**src/hdl/nearest_rotate_scatter_top_macros.svh**
```systemverilog
// ----------------------------------------------------------------------------
// nearest_rotate_scatter_top_macros
// Assertion macros for the rotation block; empty when SYNTH is defined.
// ----------------------------------------------------------------------------
`ifndef NEAREST_ROTATE_SCATTER_TOP_MACROS_SVH
`define NEAREST_ROTATE_SCATTER_TOP_MACROS_SVH

`ifndef SYNTH

// antecedent implies consequent, sampled on clk, off while in reset
`define NRS_CHECK_IMPL(label, ante, cons) \
  label: assert property (@(posedge clk) disable iff (!rst_n) (ante) |-> (cons)) \
    else $error("nrs check failed: label");

// condition must never hold outside reset
`define NRS_CHECK_NEVER(label, cond) \
  label: assert property (@(posedge clk) disable iff (!rst_n) !(cond)) \
    else $error("nrs check failed: label");

`else

`define NRS_CHECK_IMPL(label, ante, cons)
`define NRS_CHECK_NEVER(label, cond)

`endif

`endif

```
**src/hdl/nrs_pkg.sv**
```systemverilog
// ----------------------------------------------------------------------------
// nrs_pkg
// Widths, fixed-point constants and register indexes of the rotation block.
// ----------------------------------------------------------------------------
`default_nettype none

package nrs_pkg;

  localparam int MAX_DIM        = 2048;
  localparam int TRIG_FRAC_BITS = 14;

  localparam int TRIG_W     = 16;
  localparam int DIM_W      = 12;
  localparam int COORD_W    = 11;
  localparam int PIX_W      = 32;
  localparam int CFG_IDX_W  = 2;
  localparam int CFG_DATA_W = 16;

  // dx, dy: an unsigned coordinate minus a half dimension, signed
  localparam int DX_W   = COORD_W + 2;
  localparam int PROD_W = DX_W + TRIG_W;
  // two products, the centre term and the half, with headroom
  localparam int ACC_W  = PROD_W + 3;
  // rotated position after dropping the fraction, signed
  localparam int POS_W  = ACC_W - TRIG_FRAC_BITS + 1;

  localparam logic [DIM_W-1:0]  DIM_LIMIT   = DIM_W'(MAX_DIM);
  localparam logic [DIM_W-1:0]  DIM_RESET   = DIM_W'(MAX_DIM);
  localparam logic [TRIG_W-1:0] COS_RESET   = TRIG_W'(1 << TRIG_FRAC_BITS);
  localparam logic [TRIG_W-1:0] SIN_RESET   = '0;
  localparam logic [ACC_W-1:0]  HALF_LSB    = ACC_W'(1) << (TRIG_FRAC_BITS - 1);

  typedef enum logic [CFG_IDX_W-1:0] {
    CFG_IMAGE_WIDTH,
    CFG_IMAGE_HEIGHT,
    CFG_COS_OF_ANGLE,
    CFG_SIN_OF_ANGLE
  } cfg_idx_t;

endpackage

`default_nettype wire

```
**src/hdl/nearest_rotate_scatter_top.sv**
```systemverilog
// Forward-mapping nearest-neighbor rotation: each source pixel with its column
// and row goes in on start, and at the end of the pipeline the destination
// column, row, the unchanged pixel and an in-bounds flag come out for one cycle
// under out_valid. A new pixel may be started in every cycle while busy is low;
// the four-stage pipeline (offsets, four 13x16 multipliers, sums, rounding and
// bounds test) gives a throughput of one pixel per clock. The receiver cannot
// stall, so results must be taken when out_valid is high. busy is set during
// reset and cleared once rst_n is sampled high, and is low from then on.
// Registers are written through the cfg port, which is always ready, and must
// only change while no pixel is in the pipeline.
// ----------------------------------------------------------------------------
// nearest_rotate_scatter_top
// Rotates pixel positions about the image center in signed Q2.14.
// ----------------------------------------------------------------------------
`default_nettype none

`include "nearest_rotate_scatter_top_macros.svh"

module nearest_rotate_scatter_top (
  input  logic                             clk,
  input  logic                             rst_n,
  input  logic                             start,
  output logic                             busy,
  input  logic [nrs_pkg::COORD_W-1:0]      in_src_col,
  input  logic [nrs_pkg::COORD_W-1:0]      in_src_row,
  input  logic [nrs_pkg::PIX_W-1:0]        in_src_pixel,
  output logic                             out_valid,
  output logic [nrs_pkg::COORD_W-1:0]      out_dst_col,
  output logic [nrs_pkg::COORD_W-1:0]      out_dst_row,
  output logic [nrs_pkg::PIX_W-1:0]        out_dst_pixel,
  output logic                             out_in_bounds,
  input  logic                             cfg_valid,
  output logic                             cfg_ready,
  input  logic [nrs_pkg::CFG_IDX_W-1:0]    cfg_index,
  input  logic [nrs_pkg::CFG_DATA_W-1:0]   cfg_data
);

  import nrs_pkg::*;

  // truncate toward zero after the half has been added
  function automatic logic signed [POS_W-1:0] trunc_fix(input logic signed [ACC_W-1:0] v);
    logic [ACC_W-1:0]        mag;
    logic signed [POS_W-1:0] q;
    mag = v[ACC_W-1] ? ACC_W'(-v) : ACC_W'(v);
    q   = $signed({1'b0, mag[ACC_W-1:TRIG_FRAC_BITS]});
    return v[ACC_W-1] ? -q : q;
  endfunction

  // configuration registers
  logic [DIM_W-1:0]         cfg_width_r;
  logic [DIM_W-1:0]         cfg_height_r;
  logic signed [TRIG_W-1:0] cfg_cos_r;
  logic signed [TRIG_W-1:0] cfg_sin_r;
  logic                     busy_r;

  logic                     cfg_wr;
  logic                     accept;
  logic [DIM_W-1:0]         w_eff;
  logic [DIM_W-1:0]         h_eff;
  logic [COORD_W-1:0]       ox;
  logic [COORD_W-1:0]       oy;

  // stage 1: offsets from the center
  logic                     s1_valid_r;
  logic signed [DX_W-1:0]   s1_dx_r, s1_dy_r;
  logic [PIX_W-1:0]         s1_pix_r;
  logic signed [DX_W-1:0]   s1_dx_nxt, s1_dy_nxt;

  // stage 2: products
  logic                     s2_valid_r;
  logic signed [PROD_W-1:0] s2_cdx_r, s2_sdy_r, s2_sdx_r, s2_cdy_r;
  logic [PIX_W-1:0]         s2_pix_r;
  logic signed [PROD_W-1:0] s2_cdx_nxt, s2_sdy_nxt, s2_sdx_nxt, s2_cdy_nxt;

  // stage 3: rotated position in fixed point, half already added
  logic                     s3_valid_r;
  logic signed [ACC_W-1:0]  s3_ax_r, s3_ay_r;
  logic [PIX_W-1:0]         s3_pix_r;
  logic signed [ACC_W-1:0]  ox_fix, oy_fix;
  logic signed [ACC_W-1:0]  s3_ax_nxt, s3_ay_nxt;

  // stage 4: rounding and bounds test, output registers
  logic                     out_valid_r;
  logic [COORD_W-1:0]       out_col_r, out_row_r;
  logic [PIX_W-1:0]         out_pix_r;
  logic                     out_inb_r;
  logic signed [POS_W-1:0]  x_pos, y_pos;
  logic signed [POS_W-1:0]  w_pos, h_pos;
  logic                     inb_nxt;
  logic [COORD_W-1:0]       out_col_nxt, out_row_nxt;

  assign cfg_ready = 1'b1;
  assign cfg_wr    = cfg_valid && cfg_ready;
  assign busy      = busy_r;
  assign accept    = start && !busy_r;

  always_ff @(posedge clk) begin
    if (!rst_n) begin
      cfg_width_r  <= DIM_RESET;
      cfg_height_r <= DIM_RESET;
      cfg_cos_r    <= COS_RESET;
      cfg_sin_r    <= SIN_RESET;
      busy_r       <= 1'b1;
    end else begin
      busy_r <= 1'b0;
      if (cfg_wr) begin
        unique case (cfg_idx_t'(cfg_index))
          CFG_IMAGE_WIDTH:  cfg_width_r  <= cfg_data[DIM_W-1:0];
          CFG_IMAGE_HEIGHT: cfg_height_r <= cfg_data[DIM_W-1:0];
          CFG_COS_OF_ANGLE: cfg_cos_r    <= $signed(cfg_data[TRIG_W-1:0]);
          CFG_SIN_OF_ANGLE: cfg_sin_r    <= $signed(cfg_data[TRIG_W-1:0]);
          default: ;
        endcase
      end
    end
  end

  // oversized dimensions count as the largest supported one
  assign w_eff = (cfg_width_r > DIM_LIMIT) ? DIM_LIMIT : cfg_width_r;
  assign h_eff = (cfg_height_r > DIM_LIMIT) ? DIM_LIMIT : cfg_height_r;
  assign ox    = w_eff[DIM_W-1:1];
  assign oy    = h_eff[DIM_W-1:1];

  assign s1_dx_nxt = $signed({{(DX_W-COORD_W){1'b0}}, in_src_col})
                   - $signed({{(DX_W-COORD_W){1'b0}}, ox});
  assign s1_dy_nxt = $signed({{(DX_W-COORD_W){1'b0}}, oy})
                   - $signed({{(DX_W-COORD_W){1'b0}}, in_src_row});

  assign s2_cdx_nxt = s1_dx_r * cfg_cos_r;
  assign s2_sdy_nxt = s1_dy_r * cfg_sin_r;
  assign s2_sdx_nxt = s1_dx_r * cfg_sin_r;
  assign s2_cdy_nxt = s1_dy_r * cfg_cos_r;

  assign ox_fix    = $signed(ACC_W'({ox, {TRIG_FRAC_BITS{1'b0}}}));
  assign oy_fix    = $signed(ACC_W'({oy, {TRIG_FRAC_BITS{1'b0}}}));
  assign s3_ax_nxt = ACC_W'(s2_cdx_r) - ACC_W'(s2_sdy_r) + ox_fix + $signed(HALF_LSB);
  assign s3_ay_nxt = oy_fix + $signed(HALF_LSB) - ACC_W'(s2_sdx_r) - ACC_W'(s2_cdy_r);

  assign x_pos   = trunc_fix(s3_ax_r);
  assign y_pos   = trunc_fix(s3_ay_r);
  assign w_pos   = $signed({{(POS_W-DIM_W){1'b0}}, w_eff});
  assign h_pos   = $signed({{(POS_W-DIM_W){1'b0}}, h_eff});
  assign inb_nxt = (x_pos >= 0) && (x_pos < w_pos) && (y_pos >= 0) && (y_pos < h_pos);

  assign out_col_nxt = inb_nxt ? x_pos[COORD_W-1:0] : '0;
  assign out_row_nxt = inb_nxt ? y_pos[COORD_W-1:0] : '0;

  // valid bits
  always_ff @(posedge clk) begin
    if (!rst_n) begin
      s1_valid_r  <= 1'b0;
      s2_valid_r  <= 1'b0;
      s3_valid_r  <= 1'b0;
      out_valid_r <= 1'b0;
    end else begin
      s1_valid_r  <= accept;
      s2_valid_r  <= s1_valid_r;
      s3_valid_r  <= s2_valid_r;
      out_valid_r <= s3_valid_r;
    end
  end

  // payload, advances every cycle
  always_ff @(posedge clk) begin
    s1_dx_r   <= s1_dx_nxt;
    s1_dy_r   <= s1_dy_nxt;
    s1_pix_r  <= in_src_pixel;
    s2_cdx_r  <= s2_cdx_nxt;
    s2_sdy_r  <= s2_sdy_nxt;
    s2_sdx_r  <= s2_sdx_nxt;
    s2_cdy_r  <= s2_cdy_nxt;
    s2_pix_r  <= s1_pix_r;
    s3_ax_r   <= s3_ax_nxt;
    s3_ay_r   <= s3_ay_nxt;
    s3_pix_r  <= s2_pix_r;
    out_col_r <= out_col_nxt;
    out_row_r <= out_row_nxt;
    out_pix_r <= s3_pix_r;
    out_inb_r <= inb_nxt;
  end

  assign out_valid     = out_valid_r;
  assign out_dst_col   = out_col_r;
  assign out_dst_row   = out_row_r;
  assign out_dst_pixel = out_pix_r;
  assign out_in_bounds = out_inb_r;

  `NRS_CHECK_IMPL(a_latency, accept, ##4 out_valid)
  `NRS_CHECK_IMPL(a_pixel_kept, accept, ##4 (out_dst_pixel == $past(in_src_pixel, 4)))
  `NRS_CHECK_NEVER(a_oob_zero, out_valid && !out_in_bounds && (out_dst_col != '0 || out_dst_row != '0))

endmodule

`default_nettype wire
```
**config.mk**
```make
export PLATFORM = sky130hd
export DESIGN_NAME = nearest_rotate_scatter_top
export DESIGN_NICKNAME = d
export VERILOG_FILES = /design/src/hdl/nrs_pkg.sv /design/src/hdl/nearest_rotate_scatter_top.sv
export VERILOG_INCLUDE_DIRS = /design/src /design/src/hdl
export SDC_FILE = /design/constraint.sdc
export NUM_CORES = 2
export LEC_CHECK = 0
export ABC_AREA = 1
export BUFFER_PORTS_ARGS = -buffer_cell sky130_fd_sc_hd__buf_4
export CELL_PAD_IN_SITES_DETAIL_PLACEMENT = 1
export CELL_PAD_IN_SITES_GLOBAL_PLACEMENT = 1
export CORE_UTILIZATION = 28
export DETAILED_ROUTE_END_ITERATION = 7
export PLACE_DENSITY_LB_ADDON = 0.1
export RECOVER_POWER = 50
export SLEW_MARGIN = 20
export SYNTH_ARGS = -nofsm -noshare
export SYNTH_HDL_FRONTEND = slang
export SYNTH_SLANG_ARGS = --single-unit
```
**constraint.sdc**
```tcl
create_clock -name clk -period 8.2 [get_ports clk]
set_input_delay 2.05 -clock clk [delete_from_list [all_inputs] [get_ports clk]]
set_output_delay 2.05 -clock clk [all_outputs]
set_load 0.02 [all_outputs]
```
# Word-level counts from Yosys, hierarchy flattened
# Cells that the tools add are included.
[classes]
multipliers = 4
eq_ne = 3
n_reduce_logical = 10
mux = 7
order_cmp = 6
addsub = 12
[op_table]
columns = ["cell", "count"]
rows = [
  ["$mul 12x16->28", 4],
  ["$mux 32", 2],
  ["$ge 19x1->1 const B", 2],
  ["$lt 19x13->1", 2],
  ["$mux 19", 2],
  ["$neg 18->19", 2],
  ["$add 31x15->32 const B", 1],
  ["$neg 30->32", 1],
  ["$neg 32->32", 1],
  ["$add 30x26->31", 1],
  ["$sub 29x28->30", 1],
  ["$sub 27x28->29", 1],
  ["$sub 28x28->29", 1],
  ["$add 25x14->26 const B", 1],
  ["$gt 12x12->1 const B", 2],
  ["$mux 12", 2],
  ["$sub 11x11->12", 2],
  ["$reduce_and 2->1", 4],
  ["$eq 2x2->1 const B", 2],
  ["$logic_and 1x1->1", 4],
  ["$eq 2x1->1 const B", 1],
  ["$logic_not 2->1", 1],
  ["$logic_not 1->1", 1],
  ["$mux 1", 1],
]
[word_totals]
register_bits = 410
output_inout_bits = 58

# Logic depth before layout (Yosys ltp)
[depth]
depth_word = 8
mapped_depth = 31

# Worst setup path after synthesis
# OpenSTA, ideal clock, no wires.
[synth_path]
kind = "register to register"
start = "register cfg_cos_r[7]"
end = "register s2_cdx_r[25]"
arrival_time_ps = 5279
t_required_ps = 8073
path_stages_with_launch = 23
period_less_slack_ps = 5405
slack_ps = 2795
setup_time_ps = 127
path_cell_list = "dfxtp_1 clkbuf_1 clkbuf_1 nand2_1 fa_1 fa_1 fa_1 inv_1 fa_1 inv_1 fa_1 inv_1 ha_1 a21oi_1 o21ai_0 nor2_1 o21ai_0 a21oi_1 inv_1 a21o_1 a21boi_0 o21ai_0 xor2_1"
[synth_between]
elab_chain_len = 1
[synth_rtl]
columns = ["item", "line", "rtl"]
rows = [
  ["from (decl)", "nearest_rotate_scatter_top.sv:52", "logic signed [TRIG_W-1:0] cfg_cos_r;"],
  ["from (signal assigned)", "nearest_rotate_scatter_top.sv:110", "CFG_COS_OF_ANGLE: cfg_cos_r <= $signed(cfg_data[TRIG_W-1:0]);"],
  ["$mul 12x16->28", "nearest_rotate_scatter_top.sv:129", "assign s2_cdx_nxt = s1_dx_r * cfg_cos_r;"],
  ["via s2_cdx_nxt[25]", "nearest_rotate_scatter_top.sv:73", "logic signed [PROD_W-1:0] s2_cdx_nxt, s2_sdy_nxt, s2_sdx_nxt, s2_cdy_nxt;"],
  ["to (signal assigned)", "nearest_rotate_scatter_top.sv:168", "s2_cdx_r <= s2_cdx_nxt;"],
  ["to (decl)", "nearest_rotate_scatter_top.sv:71", "logic signed [PROD_W-1:0] s2_cdx_r, s2_sdy_r, s2_sdx_r, s2_cdy_r;"],
]
# The timed path passes the listed nets, and every way through them passes these cells.
# A chain may end at the register's enable or synchronous reset.

# Final worst setup path
[layout_path]
start = "register s1_dy_r[1]"
end = "register s2_sdy_r[25]"
[layout_between]
elab_chain_len = 1
[layout_rtl]
columns = ["item", "line", "rtl"]
rows = [
  ["from (decl)", "nearest_rotate_scatter_top.sv:65", "logic signed [DX_W-1:0] s1_dx_r, s1_dy_r;"],
  ["from (signal assigned)", "nearest_rotate_scatter_top.sv:166", "s1_dy_r <= s1_dy_nxt;"],
  ["$mul 12x16->28", "nearest_rotate_scatter_top.sv:130", "assign s2_sdy_nxt = s1_dy_r * cfg_sin_r;"],
  ["via s2_sdy_nxt[25]", "nearest_rotate_scatter_top.sv:73", ""],
  ["to (signal assigned)", "nearest_rotate_scatter_top.sv:169", "s2_sdy_r <= s2_sdy_nxt;"],
  ["to (decl)", "nearest_rotate_scatter_top.sv:71", ""],
]
# The timed path passes the listed nets, and every way through them passes these cells.

==> metrics.cfg <==
[status]
status=finished with violations
violations=capacitance limit, slew limit

[clocking]
cts_resized=0
root_buffer=clkbuf_16
htree_num_levels=2
cts.path.max_buffers=3
clkTransAtPathRegs_ns=0.06
clock_latency_ns=0.68
cts_buffers=55
cts_sinks=410
cts_setup_buffers=0
cts_tree=built
hold_buffers=0

[drt]
routed_wl_mm=141.4
wl_per_cell_um=18.18
drtIter0Drc=1261
drtAntennaViolNets=0
vias=33890
via_per_inst=4.356
drc_errors=0
drtPass1Iterations=5

[flow_run]
cap_violations=2

[synthesis]
synth_nets=6689
syn-cell-area_mm2=0.04505
synth_seq_cells=410
synth_ff_type=dfxtp_1
yosysUniqueCellTypes=56
synth_edf_count=0
synthArstFlopShare_pct=0
yosysSeqAreaShare_pct=18.22
synthCells=5519
avgSynthCellArea_um2=8.163
yosys_warnings=0

[floorplanning]
initial_core_util_pct=28.31
die_width_um=403.1
core_area_mm2=0.1591
die-area_mm2=0.1625
rows=146
ios=134
die_y_um=403.1

[sta]
setup_violations=0
fmax_mhz=144.2
timing_hold_violations_final=0
timing.final.crit_share_pct=84.55
layout_min_cycle_time_ns=6.933
rsz0062_at_grt=no
slew-limit-headroom_pct=-88.11
setup_tns_ns=0
skew_ns=0.05029
slew_violations=84
worst_slew_pin_slew_ns=2.822

[setup_path]
arrival_ns=7.46
cp_max_fo=21
r2r_end=s2_sdy_r[25]$_DFF_P_
setup.worst_path.end_class=register
reg2reg_setup_slack_ns=1.27
worstPathRequired_ns=8.73
cp-start-kind=register
r2r_cells=23
crit_type=reg -> reg
rr_startpoint=s1_dy_r[1]$_DFF_P_

[power_and_ir_drop]
power_density_mw_per_mm2=342.2
power_leakage_nw=26.88
p_total_mw=17.25
irDropWorstVdd_v=0.0001611

[global_route]
overflow=0
grt_pass1_wl_mm=222.3
antenna_found_initial=5
grt_pass1_vias=37382
grt_max_degree=62
track_usage_pct=17.88

[worst_hold_path]
min_to=s3_pix_r[26]$_DFF_P_
whs_path_depth=0
hp-class=reg -> reg
hp-start=s2_pix_r[26]$_DFF_P_

[final_layout]
fill_cells=19017
synthToLayoutAreaGrowth_pct=11.91
nNetsFinal=6755
drive_gt1_share_pct=6.570

[placed_design]
dp.final_hpwl_mm=119.1
gp_congestion=0.8201
io_buffers=132

[worst max-delay path, cell delays in order (launching register included)]
cell      delay [ns]
dfxtp_1         0.73
clkbuf_1        1.21
nand2_1         0.20
fa_1            0.56
inv_1           0.05
ha_1            0.29
ha_1            0.28
ha_1            0.33
inv_1           0.07
fa_1            0.46
inv_1           0.07
ha_1            0.22
inv_1           0.09
fa_1            0.54
nor4_1          0.32
nor2_1          0.16
o21ai_1         0.23
a21oi_1         0.14
o21ai_1         0.22
a21oi_1         0.13
o21ai_1         0.21
nand2_1         0.10
nand3_1         0.07
nand2_1         0.06
[area by class of cell]
type	count	area, um2	share of cell area [%]
Multi-Input combinational cell	3455	30570	60.64
Sequential cell	410	8218	16.30
Inverter	1466	5503	10.91
Tap cell	2146	2685	5.326
Clock buffer	73	1574	3.122
Timing Repair Buffer	197	1461	2.899
Clock inverter	31	399.1	0.7916
Antenna cell	2	5.005	0.009927
[cell usage in the layout (no fill, tap or decap), drive strengths merged, types with 2 or more instances in the layout]
master	count
a211oi	4
a21boi	6
a21o	10
a21oi	220
a31oi	21
and2	3
and3	2
buf	156
bufinv	6
clkbuf	114
clkinv	12
clkinvlp	7
dfxtp	410
diode	2
fa	728
ha	366
inv	1472
nand2	1161
nand3	99
nand3b	15
nand4	17
nor2	345
nor3	27
nor4	5
o211ai	10
o21a	4
o21ai	156
o21bai	6
o221ai	3
o31ai	7
or2	3
xnor2	86
xor2	142
[where the power goes]
part	leakage, nW	switching, mW	internal [mW]
clock network	0.953	1.06	1.55
registers	3.43	0.444	2.61
logic	22.5	7.32	4.27
total	26.9	8.82	8.43
[through the flow]
step	instance area (um2)	utilization [%]	instances	setup slack (ns)	hold slack, ns
global route	50410	31.68	7778	0.7354	0.3280
CTS	50440	31.70	7778	1.559	0.3124
detailed placement	48470	30.46	7674	1.608	0.3132
floorplan	45050	-	5519	2.795	0.3096
global placement	48470	30.46	7674	1.624	0.3097
finish	50420	31.69	7780	1.267	0.3193
[cells in the mapped netlist, drive strengths merged, types with 2 or more instances]
cell	instances	area share (%)
xnor2	86	1.7
buf	11	0.23
nand4	17	0.27
nor3	27	0.32
a21boi	6	0.10
xor2	142	2.8
a21oi	220	2.4
nand3	99	1.2
o21bai	6	0.10
o31ai	7	0.12
o21ai	156	1.7
fa	728	32
a211oi	4	0.067
clkinv	2	0.017
a21o	10	0.17
ha	366	10
inv	1464	12
and3	2	0.028
nor2	345	3.4
nand2	1161	9.8
o211ai	10	0.17
nor4	5	0.069
or2	3	0.042
clkbuf	177	1.5
o221ai	3	0.058
nand3b	15	0.27
a31oi	21	0.29
o21a	4	0.067
dfxtp	410	18
and2	3	0.042
[worst max path at each step]
stage | start | end | slack (ns) | depth (start not counted)
3_3_place_gp | s1_dy_r[4]$_DFF_P_ | s2_sdy_r[27]$_DFF_P_ | 1.62 | 18
3_5_place_dp | s1_dy_r[11]$_DFF_P_ | s2_cdy_r[26]$_DFF_P_ | 1.61 | 22
4_1_cts | s1_dy_r[4]$_DFF_P_ | s2_sdy_r[27]$_DFF_P_ | 1.56 | 18
2_1_floorplan | cfg_cos_r[7]$_SDFFE_PN0P_ | s2_cdx_r[25]$_DFF_P_ | 2.79 | 22
5_1_grt | s1_dy_r[1]$_DFF_P_ | s2_sdy_r[25]$_DFF_P_ | 0.74 | 24
6_report | s1_dy_r[1]$_DFF_P_ | s2_sdy_r[25]$_DFF_P_ | 1.27 | 23
[per-layer routing]
metal / wire length (um) / vias up / track usage, %
met3: 4114 / 112 / 1.820
li1: - / 16220 / -
met2: 68850 / 406 / 31.16
met4: 2563 / 0 / 3.309
met5: 0 / - / 0
met1: 65910 / 17152 / 24.02
[cell families (layout without fill, tap and decap cells)]
group | count (synthesis) | after routing | share of synthesized area (%)
AO/OA/AOI/OAI | 454 | 454 | 5.455
XOR/XNOR | 228 | 228 | 4.491
adder cells (fa/ha/maj) | 1094 | 1094 | 42.51
buffers and inverters | 1654 | 1767 | 13.92
flip-flops | 410 | 410 | 18.22
other | 1 | 3 | 0.008324
AND/OR/NAND/NOR | 1678 | 1678 | 15.39
[flip-flops by register name (all words and copies together) (netlist names), 30 cells and up]
register / count
out_dst_pixel: 32
s1_pix_r: 32
s2_pix_r: 32
s3_ax_r: 32
s3_ay_r: 30
s3_pix_r: 32
No activity file was read; power rests on OpenSTA's default activity.
